[config.mk]
export PLATFORM = sky130hd
export DESIGN_NAME = reading_change_plausibility_check
export DESIGN_NICKNAME = d
export VERILOG_FILES = /design/src/hdl/rcpc_pkg.sv /design/src/hdl/rcpc_div.sv /design/src/hdl/reading_change_plausibility_check.sv
export SDC_FILE = /design/constraint.sdc
export NUM_CORES = 1
export LEC_CHECK = 0
export ABC_AREA = 1
export BUFFER_PORTS_ARGS = -buffer_cell sky130_fd_sc_hd__buf_2
export CORE_ASPECT_RATIO = 1.1
export CORE_UTILIZATION = 55
export CTS_CLUSTER_DIAMETER = 30
export CTS_CLUSTER_SIZE = 20
export DETAILED_ROUTE_END_ITERATION = 16
export PLACE_DENSITY = 0.69
export SYNTH_ARGS = -nofsm -noshare
export SYNTH_HDL_FRONTEND = slang
export SYNTH_SLANG_ARGS = --single-unit
[constraint.sdc]
create_clock -name aclk -period 14.41 [get_ports aclk]
set_input_delay 0.7205 -clock aclk [delete_from_list [all_inputs] [get_ports aclk]]
set_output_delay 0.7205 -clock aclk [all_outputs]
set_load 0.1 [all_outputs]
[src/hdl/rcpc_pkg.sv]
package rcpc_pkg;

    // Field and register widths
    localparam int VAL_W      = 16;
    localparam int PCT_W      = 14;
    localparam int IDX_W      = 8;
    localparam int SLOT_W     = 2;
    localparam int CODE_W     = 3;
    localparam int RATIO_W    = 23;
    localparam int RPT_W      = 8;
    localparam int CNT_W      = 16;
    localparam int NUM_CODES  = 5;
    localparam int EN_MAX     = 16;
    localparam int CFG_IDX_W  = 3;
    localparam int CFG_DATA_W = 32;

    // Divider numerator holds value * 100, product holds (value + 1) * limit
    localparam int NUM_W = VAL_W + 7;
    localparam int MUL_W = VAL_W + 1 + PCT_W;

    localparam int HUNDRED = 100;

    // Parameter defaults
    localparam int BUS_SLOTS_DEF  = 16;
    localparam int VALUE_BITS_DEF = 16;

    // Register reset values
    localparam logic [VAL_W-1:0]      MAX_RST = '1;
    localparam logic [PCT_W-1:0]      PCT_RST = PCT_W'(200);
    localparam logic [CFG_DATA_W-1:0] MAP_RST = '1;

    typedef enum logic [CFG_IDX_W-1:0] {
        REG_MAX_VALUE,
        REG_PERCENT_LIMIT,
        REG_CHANNEL_MAP,
        REG_BUS_ENABLE,
        REG_REPEAT_COUNT
    } cfg_reg_t;

    typedef enum logic [CODE_W-1:0] {
        WARN_OK,
        WARN_ZERO,
        WARN_MAX,
        WARN_GROWTH,
        WARN_DECLINE,
        WARN_REPEAT
    } warn_code_t;

    typedef enum logic [3:0] {
        ST_IDLE,
        ST_CHECK,
        ST_MUL_HI,
        ST_CMP_HI,
        ST_MUL_LO,
        ST_CMP_LO,
        ST_DIV,
        ST_FIN,
        ST_OUT
    } seq_state_t;

endpackage

[src/hdl/rcpc_div.sv]
module rcpc_div
    import rcpc_pkg::*;
(
    input  logic             aclk,
    input  logic             aresetn,
    input  logic             start,
    input  logic [NUM_W-1:0] num,
    input  logic [VAL_W-1:0] den,
    output logic             done,
    output logic [NUM_W-1:0] quot
);

    localparam int STEP_W = $clog2(NUM_W);

    logic [STEP_W-1:0] step_reg;
    logic              busy_reg;
    logic              done_reg;
    logic [NUM_W-1:0]  quo_reg;
    logic [VAL_W-1:0]  rem_reg;
    logic [VAL_W-1:0]  den_reg;
    logic [VAL_W:0]    trial;
    logic              fits;

    // Bring down the next numerator bit and try the subtraction
    assign trial = {rem_reg, quo_reg[NUM_W-1]};
    assign fits  = trial >= {1'b0, den_reg};

    // Control: one quotient bit per cycle
    always_ff @(posedge aclk) begin
        if (!aresetn) begin
            busy_reg <= 1'b0;
            done_reg <= 1'b0;
            step_reg <= '0;
        end else begin
            done_reg <= 1'b0;
            if (start) begin
                busy_reg <= 1'b1;
                step_reg <= STEP_W'(NUM_W - 1);
            end else if (busy_reg) begin
                if (step_reg == '0) begin
                    busy_reg <= 1'b0;
                    done_reg <= 1'b1;
                end else begin
                    step_reg <= step_reg - 1'b1;
                end
            end
        end
    end

    // Datapath: shift numerator out, quotient bits in
    always_ff @(posedge aclk) begin
        if (start) begin
            quo_reg <= num;
            rem_reg <= '0;
            den_reg <= den;
        end else if (busy_reg) begin
            quo_reg <= {quo_reg[NUM_W-2:0], fits};
            rem_reg <= fits ? VAL_W'(trial - {1'b0, den_reg}) : VAL_W'(trial);
        end
    end

    assign done = done_reg;
    assign quot = quo_reg;

endmodule

[src/hdl/reading_change_plausibility_check.sv]
// Reading change plausibility check. Each input word compares an earlier and a
// newer reading of one of four channel slots; the slot is mapped to a bus index
// and an unmapped or disabled bus, or a scan already stopped by a warning, is
// skipped. One result word is returned per input word. The block takes one word
// at a time: s_ready is high only while idle. A word that is skipped or settled by
// the zero, maximum or repeat tests goes from ST_CHECK through ST_FIN to ST_OUT.
// Otherwise the growth bound and, if it is not crossed, the decline bound are
// tested through the shared multiplier (ST_MUL_HI, ST_CMP_HI, ST_MUL_LO, ST_CMP_LO);
// a crossed bound has the 23-step restoring divider produce a ratio in ST_DIV. The
// block returns to idle once the result is taken. Configuration writes take effect
// at once and are meant only while the block is idle.
module reading_change_plausibility_check
    import rcpc_pkg::*;
#(
    parameter int BUS_SLOTS  = BUS_SLOTS_DEF,
    parameter int VALUE_BITS = VALUE_BITS_DEF
) (
    input  logic                  aclk,
    input  logic                  aresetn,
    input  logic                  cfg_we,
    input  logic [CFG_IDX_W-1:0]  cfg_index,
    input  logic [CFG_DATA_W-1:0] cfg_data,
    input  logic                  s_valid,
    output logic                  s_ready,
    input  logic                  s_func,
    input  logic [SLOT_W-1:0]     s_channel_slot,
    input  logic [VAL_W-1:0]      s_prev_value,
    input  logic [VAL_W-1:0]      s_curr_value,
    input  logic                  s_last_of_scan,
    output logic                  m_valid,
    input  logic                  m_ready,
    output logic [CODE_W-1:0]     m_warning_code,
    output logic [IDX_W-1:0]      m_bus_index,
    output logic [RATIO_W-1:0]    m_ratio_percent,
    output logic                  m_skipped,
    output logic                  m_scan_warned
);

    localparam int VW   = (VALUE_BITS < VAL_W) ? VALUE_BITS : VAL_W;
    localparam int EN_W = (BUS_SLOTS < EN_MAX) ? BUS_SLOTS : EN_MAX;

    seq_state_t state_reg, state_next;

    // Configuration registers
    logic [VAL_W-1:0]      max_value_reg;
    logic [PCT_W-1:0]      pct_reg;
    logic [CFG_DATA_W-1:0] map_reg;
    logic [EN_W-1:0]       en_reg;
    logic [RPT_W-1:0]      rwc_reg;

    // Current word
    logic             func_reg;
    logic             last_reg;
    logic [VW-1:0]    prev_reg;
    logic [VW-1:0]    curr_reg;
    logic [IDX_W-1:0] bus_reg;
    logic             skip_reg;
    warn_code_t       code_reg;
    logic [NUM_W-1:0] ratio_reg;
    logic [MUL_W-1:0] prod_reg;

    // Persistent state
    logic [CNT_W-1:0] cnt_reg [NUM_CODES];
    logic [RPT_W-1:0] rlimit_reg;
    logic             rpend_reg;
    logic             stopped_reg;

    // Combinational
    logic             accept;
    logic [IDX_W-1:0] slot_bus;
    logic             bus_hit;
    logic [VAL_W-1:0] prev_w;
    logic [VAL_W-1:0] curr_w;
    logic [VAL_W:0]   curr_p1;
    logic             prev_nz;
    logic             curr_nz;
    warn_code_t       chk_code;
    logic             chk_mul;
    logic [VAL_W:0]   mul_a;
    logic [MUL_W-1:0] mul_p;
    logic             grow;
    logic             decl;
    logic             mul_lo_sel;
    logic             div_start;
    logic [VAL_W-1:0] div_src;
    logic [VAL_W-1:0] div_den;
    logic [NUM_W-1:0] div_num;
    logic             div_done;
    logic [NUM_W-1:0] div_quot;

    assign accept = s_valid && s_ready;

    // Map slot to bus index and look up its enable
    assign slot_bus = map_reg[{s_channel_slot, 3'b000} +: IDX_W];

    always_comb begin
        bus_hit = 1'b0;
        for (int i = 0; i < EN_W; i++) begin
            if (slot_bus == IDX_W'(i)) begin
                bus_hit = en_reg[i];
            end
        end
    end

    assign prev_w  = VAL_W'(prev_reg);
    assign curr_w  = VAL_W'(curr_reg);
    assign curr_p1 = {1'b0, curr_w} + 1'b1;
    assign prev_nz = prev_w != '0;
    assign curr_nz = curr_w != '0;

    // Tests that need no product
    always_comb begin
        chk_code = WARN_OK;
        chk_mul  = 1'b0;
        priority if (skip_reg) begin
            chk_code = WARN_OK;
        end else if (func_reg) begin
            if (prev_nz && curr_w == prev_w) begin
                chk_code = WARN_REPEAT;
            end
        end else if (prev_nz && !curr_nz) begin
            chk_code = WARN_ZERO;
        end else if (curr_w > max_value_reg) begin
            chk_code = WARN_MAX;
        end else if (prev_nz && curr_nz) begin
            chk_mul = 1'b1;
        end else begin
            chk_code = WARN_OK;
        end
    end

    // Shared multiplier: prev * limit, then (curr + 1) * limit
    assign mul_a = mul_lo_sel ? curr_p1 : {1'b0, prev_w};
    assign mul_p = MUL_W'(mul_a) * MUL_W'(pct_reg);

    // Growth: curr > floor(prev * limit / 100); decline: curr < floor(prev * 100 / limit)
    assign grow = (MUL_W'(curr_w) * MUL_W'(HUNDRED)) > prod_reg;
    assign decl = (pct_reg != '0) && (prod_reg <= MUL_W'(prev_w) * MUL_W'(HUNDRED));

    // Divider operands: newer over earlier reading for growth, earlier over newer for decline
    assign div_src = (state_reg == ST_CMP_HI) ? curr_w : prev_w;
    assign div_den = (state_reg == ST_CMP_HI) ? prev_w : curr_w;
    assign div_num = NUM_W'(div_src) * NUM_W'(HUNDRED);

    rcpc_div u_div (
        .aclk    (aclk),
        .aresetn (aresetn),
        .start   (div_start),
        .num     (div_num),
        .den     (div_den),
        .done    (div_done),
        .quot    (div_quot)
    );

    // Next state
    always_comb begin
        state_next = state_reg;
        unique case (state_reg)
            ST_IDLE:   if (s_valid) state_next = ST_CHECK;
            ST_CHECK:  state_next = chk_mul ? ST_MUL_HI : ST_FIN;
            ST_MUL_HI: state_next = ST_CMP_HI;
            ST_CMP_HI: state_next = grow ? ST_DIV : ST_MUL_LO;
            ST_MUL_LO: state_next = ST_CMP_LO;
            ST_CMP_LO: state_next = decl ? ST_DIV : ST_FIN;
            ST_DIV:    if (div_done) state_next = ST_FIN;
            ST_FIN:    state_next = ST_OUT;
            ST_OUT:    if (m_ready) state_next = ST_IDLE;
            default:   state_next = ST_IDLE;
        endcase
    end

    // Sequencer outputs
    always_comb begin
        s_ready    = 1'b0;
        m_valid    = 1'b0;
        mul_lo_sel = 1'b0;
        div_start  = 1'b0;
        unique case (state_reg)
            ST_IDLE:   s_ready    = 1'b1;
            ST_CMP_HI: div_start  = grow;
            ST_MUL_LO: mul_lo_sel = 1'b1;
            ST_CMP_LO: div_start  = decl;
            ST_OUT:    m_valid    = 1'b1;
            default:   ;
        endcase
    end

    always_ff @(posedge aclk) begin
        if (!aresetn) begin
            state_reg <= ST_IDLE;
        end else begin
            state_reg <= state_next;
        end
    end

    // Configuration writes
    always_ff @(posedge aclk) begin
        if (!aresetn) begin
            max_value_reg <= MAX_RST;
            pct_reg       <= PCT_RST;
            map_reg       <= MAP_RST;
            en_reg        <= '0;
            rwc_reg       <= '0;
        end else if (cfg_we) begin
            unique case (cfg_index)
                REG_MAX_VALUE:     max_value_reg <= cfg_data[VAL_W-1:0];
                REG_PERCENT_LIMIT: pct_reg       <= cfg_data[PCT_W-1:0];
                REG_CHANNEL_MAP:   map_reg       <= cfg_data;
                REG_BUS_ENABLE:    en_reg        <= cfg_data[EN_W-1:0];
                REG_REPEAT_COUNT:  rwc_reg       <= cfg_data[RPT_W-1:0];
                default:           ;
            endcase
        end
    end

    // Word datapath: capture, classify, hold the result
    always_ff @(posedge aclk) begin
        if (accept) begin
            func_reg <= s_func;
            last_reg <= s_last_of_scan;
            prev_reg <= s_prev_value[VW-1:0];
            curr_reg <= s_curr_value[VW-1:0];
            bus_reg  <= slot_bus;
            skip_reg <= stopped_reg || !bus_hit;
        end
        unique case (state_reg)
            ST_CHECK: begin
                code_reg  <= chk_code;
                ratio_reg <= '0;
            end
            ST_MUL_HI, ST_MUL_LO: prod_reg <= mul_p;
            ST_CMP_HI: if (grow) code_reg <= WARN_GROWTH;
            ST_CMP_LO: if (decl) code_reg <= WARN_DECLINE;
            ST_DIV:    if (div_done) ratio_reg <= div_quot;
            default:   ;
        endcase
    end

    // Warning bookkeeping and scan stop
    always_ff @(posedge aclk) begin
        if (!aresetn) begin
            for (int k = 0; k < NUM_CODES; k++) begin
                cnt_reg[k] <= '0;
            end
            rlimit_reg  <= '0;
            rpend_reg   <= 1'b0;
            stopped_reg <= 1'b0;
        end else begin
            if (state_reg == ST_FIN && code_reg != WARN_OK) begin
                for (int k = 0; k < NUM_CODES; k++) begin
                    if (code_reg == CODE_W'(k + 1)) begin
                        cnt_reg[k] <= cnt_reg[k] + 1'b1;
                    end
                end
                rlimit_reg  <= rwc_reg;
                rpend_reg   <= 1'b1;
                stopped_reg <= 1'b1;
            end else if (state_reg == ST_OUT && m_ready && last_reg) begin
                stopped_reg <= 1'b0;
            end
        end
    end

    assign m_warning_code  = code_reg;
    assign m_bus_index     = bus_reg;
    assign m_ratio_percent = RATIO_W'(ratio_reg);
    assign m_skipped       = skip_reg;
    assign m_scan_warned   = stopped_reg;

endmodule

* Word level (Yosys, flattened, before mapping)
Index checks and enable logic that the tools add are counted.
Storage, ports and cells: register bits after elaboration 245, input bits 76, output and inout bits 38, word-level logic and storage cells 163
Cells by class: $add $sub $neg 3, multipliers 4, order comparisons 4, eq/ne operators 33, shifts and indexed selects 1, mux-type cells 57, bitwise logic cells 3, reduce and logical (&&, ||, !) cells 35
Operator list (number):
- 23-bit 2-to-1 mux | 3
- 8-bit by 4-bit equality test with 1-bit output, second input constant | 8
- 16-bit by 5-bit multiplier with 21-bit output, second input constant | 3
- 16-bit 2-to-1 mux | 3
- 23-bit case mux with 2 select lines | 1
- 4-bit case mux with 9 select lines | 1
- 8-bit by 3-bit equality test with 1-bit output, second input constant | 4
- 16-bit nonzero test | 2
- 32-bit by 6-bit variable part select with 8-bit output | 1
- 23-bit by 31-bit > comparator with 1-bit output | 1
- 31-bit by 23-bit <= comparator with 1-bit output | 1
- 17-bit by 14-bit multiplier with 31-bit output | 1
- 1-bit 2-to-1 mux | 31
- 3-bit 2-to-1 mux | 6
- 16-bit by 1-bit adder with 17-bit output, second input constant | 1
- 17-bit by 16-bit >= comparator with 1-bit output | 1
- 17-bit 2-to-1 mux | 1
- 16-bit equality test | 1
- 4-bit by 3-bit equality test with 1-bit output, second input constant | 4
- 8-bit by 2-bit equality test with 1-bit output, second input constant | 2
- 16-bit > comparator | 1
- 16-bit subtractor | 1
- 5-bit 2-to-1 mux | 3
- 2-bit AND reduction | 7
- other kinds (27) | 52

* Logic depth before layout (Yosys ltp)
depth after elaboration 20, gate-level depth with buffers 34, mapped depth without buffers 34

* By module
From an unflattened synthesis, not the netlist that was laid out.
Unflattened totals: cell total of the unflattened synthesis 3113, area total of the unflattened synthesis 25354.3 µm²
Modules (own cells, without submodules):
- reading_change_plausibility_check | times used 1, cells each 2631, area an instance 21719.6 µm², seq. area each 4664.5 µm²
- rcpc_div | times used 1, cells each 482, area an instance 3634.7 µm², seq. area each 1631.6 µm²

* Worst setup path before layout
OpenSTA, ideal clock, no wires.
kind register -> register, start point reg curr_reg[2], end point reg prod_reg[28] (data pin), library setup time 0.264 ns, arrival time 6.300 ns, required time 14.146 ns, path slack 7.846 ns, cell stages (with the launch flop) 35, buffers on the path 0, clock period less this slack 6.564 ns, cells stage by stage edfxtp_1 ha_1 nand4_1 inv_1 nand2_1 inv_1 nand2_1 inv_1 nand2_1 inv_1 nor2_1 o21ai_0 o21ai_2 clkinv_1 nand2_1 fa_1 inv_1 fa_1 inv_1 fa_1 fa_1 fa_1 inv_1 fa_1 ha_1 nand2_1 nor2_1 inv_1 nor3_1 nand4_1 nand3_1 nand2_1 nand2_1 a31oi_1 xor2_1
Between the ends: cells in the longest elaborated chain, start to end 3
RTL lines:
- from (decl) | RTL line reading_change_plausibility_check.sv:55 | logic [VW-1:0] curr_reg;
- from (signal assigned) | RTL line reading_change_plausibility_check.sv:222 | curr_reg <= s_curr_value[VW-1:0];
- 16-bit by 1-bit adder with 17-bit output | RTL line reading_change_plausibility_check.sv:107 | assign curr_p1 = {1'b0, curr_w} + 1'b1;
- 17-bit 2-to-1 mux | RTL line reading_change_plausibility_check.sv:133 | assign mul_a = mul_lo_sel ? curr_p1 : {1'b0, prev_w};
- 17-bit by 14-bit multiplier with 31-bit output | RTL line reading_change_plausibility_check.sv:134 | assign mul_p = MUL_W'(mul_a) * MUL_W'(pct_reg);
- named net mul_p[28] | RTL line reading_change_plausibility_check.sv:80 | logic [MUL_W-1:0] mul_p;
- to (signal assigned) | RTL line reading_change_plausibility_check.sv:231 | ST_MUL_HI, ST_MUL_LO: prod_reg <= mul_p;
- to (decl) | RTL line reading_change_plausibility_check.sv:60 | logic [MUL_W-1:0] prod_reg;
The timed path passes the listed nets, and every way through them passes these cells. A chain may end at the register's enable or synchronous reset.

* Worst setup path in the final report
start point reg curr_reg[3], end point reg prod_reg[28] (data pin)
Same word-level chain as after synthesis.

==> flow_metrics.env <==
export IMPL_synthTopCellsByArea="ha_1 (17%), fa_1 (17%), edfxtp_1 (17%), inv_1 (8.8%), nand2_1 (8.8%)"
export IMPL_die_w_um=205
export IMPL_initial_core_util_pct=55.9
export IMPL_fin_crit_ps=7630
export IMPL_cts_buffers=53
export IMPL_setup_tns_ps=0
export IMPL_die_area_um2=46200
export IMPL_dr_pass1_iters=8
export IMPL_coreArea_um2=44600
export IMPL_post_cts_setup_buffers=0
export IMPL_rows=81
export IMPL_setup_viol=0
export IMPL_drt_iter0_drc=1289
export IMPL_synth_fp_nets=3667
export IMPL_critPathRequiredTime_ps=14730
export IMPL_dp_cells=3673
export IMPL_cp_data_arrival_time_ps=7960
export IMPL_worstPathMaxFanout=8
export IMPL_cpMaxStageDelayCell="edfxtp_1"
export IMPL_r2r_start="curr_reg[3]$_DFFE_PP_"
export IMPL_min_delay_start="s_curr_value[15]"
export IMPL_grt_max_degree=87
export IMPL_maxSlewViolCount=0
export IMPL_largest_reg_flops=32
export IMPL_period_share_pct=53.0
export IMPL_p_per_area_nw_per_um2=270
export IMPL_dr_max_layer_used="met4"
export IMPL_hold_class="in -> reg"
export IMPL_wl_met3_um=3200
export IMPL_status="finished clean"
export IMPL_cts_resized=0
export IMPL_cts_hold_fix_buffers=0
export IMPL_critPathCaptureType="flip-flop"
export IMPL_synthFlopType="edfxtp_1"
export IMPL_cts_path_max_buffers=3
export IMPL_max_freq_mhz=131
export IMPL_gr_total_overflow=0
export IMPL_ys_seq_area_share_pct=25.2
export IMPL_r2r_cells=32
export IMPL_antenna_found_initial=1
export IMPL_critPathTopFamily="adder cells"
export IMPL_place_gp_congestion=0.952
export IMPL_yosys_warnings=0
export IMPL_netlist_cell_type_count=49
export IMPL_cts_tree="yes"
export IMPL_async_flop_share_pct=0
export IMPL_ir_drop_v=0.000225
export IMPL_io_buffers=113
export IMPL_wl_met2_um=37600
export IMPL_tightest_slew_ps=1040
export IMPL_power_leakage_nw=14.2
export IMPL_globalRouteTotalUtil_pct=31.8
export IMPL_htree_levels=2
export IMPL_finalHoldViolCount=0
export IMPL_synth_avg_cell_area_um2=8.21
export IMPL_path_common_cell="inv_1"
export IMPL_synth_edf_count=137
export IMPL_layout_setup_ws_ps=6780
export IMPL_finClkSkew_ps=27.7
export IMPL_vias=20900
export IMPL_ant_nets=0
export IMPL_first_global_vias=21000
export IMPL_slowest_delay_ps=630
export IMPL_synth_area_leader_cell="ha_1"
export IMPL_clock_sinks=245
export IMPL_ys_ff_latch=245
export IMPL_netlist_area_um2=24900
export IMPL_wl_per_cell_um=19.2
export IMPL_wirelength_um=72400
export IMPL_dp_hpwl_um=58600
export IMPL_crit_type="reg -> reg"
export IMPL_clkLatencyLatePin_ps=600
export IMPL_critPathLaunchType="flip-flop"
export IMPL_areaGrowthSynthToFinish_pct=12.0
export IMPL_post_route_util_pct=62.6
export IMPL_drive_gt1_share_pct=8.11
export IMPL_fin_nets=3778
export IMPL_r2r_end="prod_reg[28]$_DFFE_PP_"
export IMPL_synth_top_cell_area_share_pct=17.3
export IMPL_path_clk_slew_ps=50
export IMPL_whs_path_depth=1
export IMPL_relSlewSlack_pct=30.6
export IMPL_pre_cts_ws_ps=6880
export IMPL_cts_root_buf="clkbuf_16"
export IMPL_synth_cells=3036
export IMPL_reg2reg_slack_ps=6780
export IMPL_die_h_um=225
export IMPL_viasPerCell=5.54
export IMPL_rsz0062_at_grt="no"
export IMPL_met1_length_um=28300
export IMPL_finalNonFillerCells=3774
export IMPL_synthTopCellsByCount="inv_1 (586), nand2_1 (586), ha_1 (344), fa_1 (211), nor2_1 (205)"
export IMPL_whs_endpoint="curr_reg[15]$_DFFE_PP_"
export IMPL_drc=0
export IMPL_io_pins=114
export IMPL_maxCapViolCount=0
export IMPL_grt_pass1_wl_um=112000
export IMPL_worst_path_buf_inv=8
==> worst max path at each step <==
stage / from / end / slack (ps) / cells after the start
final: curr_reg[3]$_DFFE_PP_ / prod_reg[28]$_DFFE_PP_ / 6780 / 32
after floorplan: curr_reg[2]$_DFFE_PP_ / prod_reg[28]$_DFFE_PP_ / 7850 / 34
after global routing: state_reg[3]$_SDFFE_PN0P_ / prod_reg[28]$_DFFE_PP_ / 6350 / 27
after global placement: state_reg[3]$_SDFFE_PN0P_ / prod_reg[28]$_DFFE_PP_ / 7000 / 27
after detailed placement: state_reg[3]$_SDFFE_PN0P_ / prod_reg[28]$_DFFE_PP_ / 6880 / 27
after CTS: state_reg[3]$_SDFFE_PN0P_ / prod_reg[28]$_DFFE_PP_ / 6850 / 27
==> layout by cell type (no fill, tap or decap), types with 55 or more instances in the layout <==
| cell | instances |
|---|---|
| edfxtp_1 | 137 |
| buf_2 | 113 |
| o21ai_0 | 144 |
| inv_1 | 586 |
| nand2_1 | 586 |
| nor2_1 | 203 |
| dfxtp_1 | 108 |
| a21oi_1 | 188 |
| ha_1 | 344 |
| xor2_1 | 68 |
| nand3_1 | 125 |
| clkbuf_16 | 55 |
| fa_1 | 211 |
==> kinds of logic after synthesis <==
group           count (synthesis)  share of synthesized area, %
flops                         245                          25.2
simple gates                 1019                          17.0
buf+inv                       673                          10.3
fa+ha+maj                     555                          34.2
compound gates                446                          9.91
xor+xnor                       98                          3.44
==> area by class of cell <==
class                           instances  area, µm²
Fill cell                            3958      16700
Multi-Input combinational cell       2118      16100
Sequential cell                       245       6280
Inverter                              606       2270
Clock buffer                           60       1400
Tap cell                              581        727
Timing Repair Buffer                  123        641
Clock inverter                         40        517
Antenna cell                            1       2.50
==> stage by stage <==
| stage | total power (W) | hold slack, ps | area, µm² |
|---|---|---|---|
| 3_3_place_gp | 0.00617 | 433 | 26000 |
| 4_1_cts | 0.00758 | 288 | 27900 |
| 5_1_grt | 0.00824 | 291 | 27900 |
| 6_report | 0.00755 | 306 | 27900 |
| 3_5_place_dp | 0.00626 | 442 | 26000 |
| 2_1_floorplan | 0.00486 | 424 | 24900 |
==> power by group <==
group / leakage (nW) / switching [W] / total, W / internal [W]
combinational: 11.2 / 0.00334 / 0.00520 / 0.00185
sequential: 2.15 / 0.000109 / 0.00109 / 0.000980
clock: 0.914 / 0.000428 / 0.00127 / 0.000837
total: 14.2 / 0.00388 / 0.00755 / 0.00367
==> layer usage <==
metal | GRT usage, % | up-vias
li1 | - | 10000
met1 | 37.2 | 10100
met2 | 58.1 | 622
met3 | 3.30 | 155
met4 | 14.3 | 0
met5 | 0 | -
(Power assumes the default switching activity.)
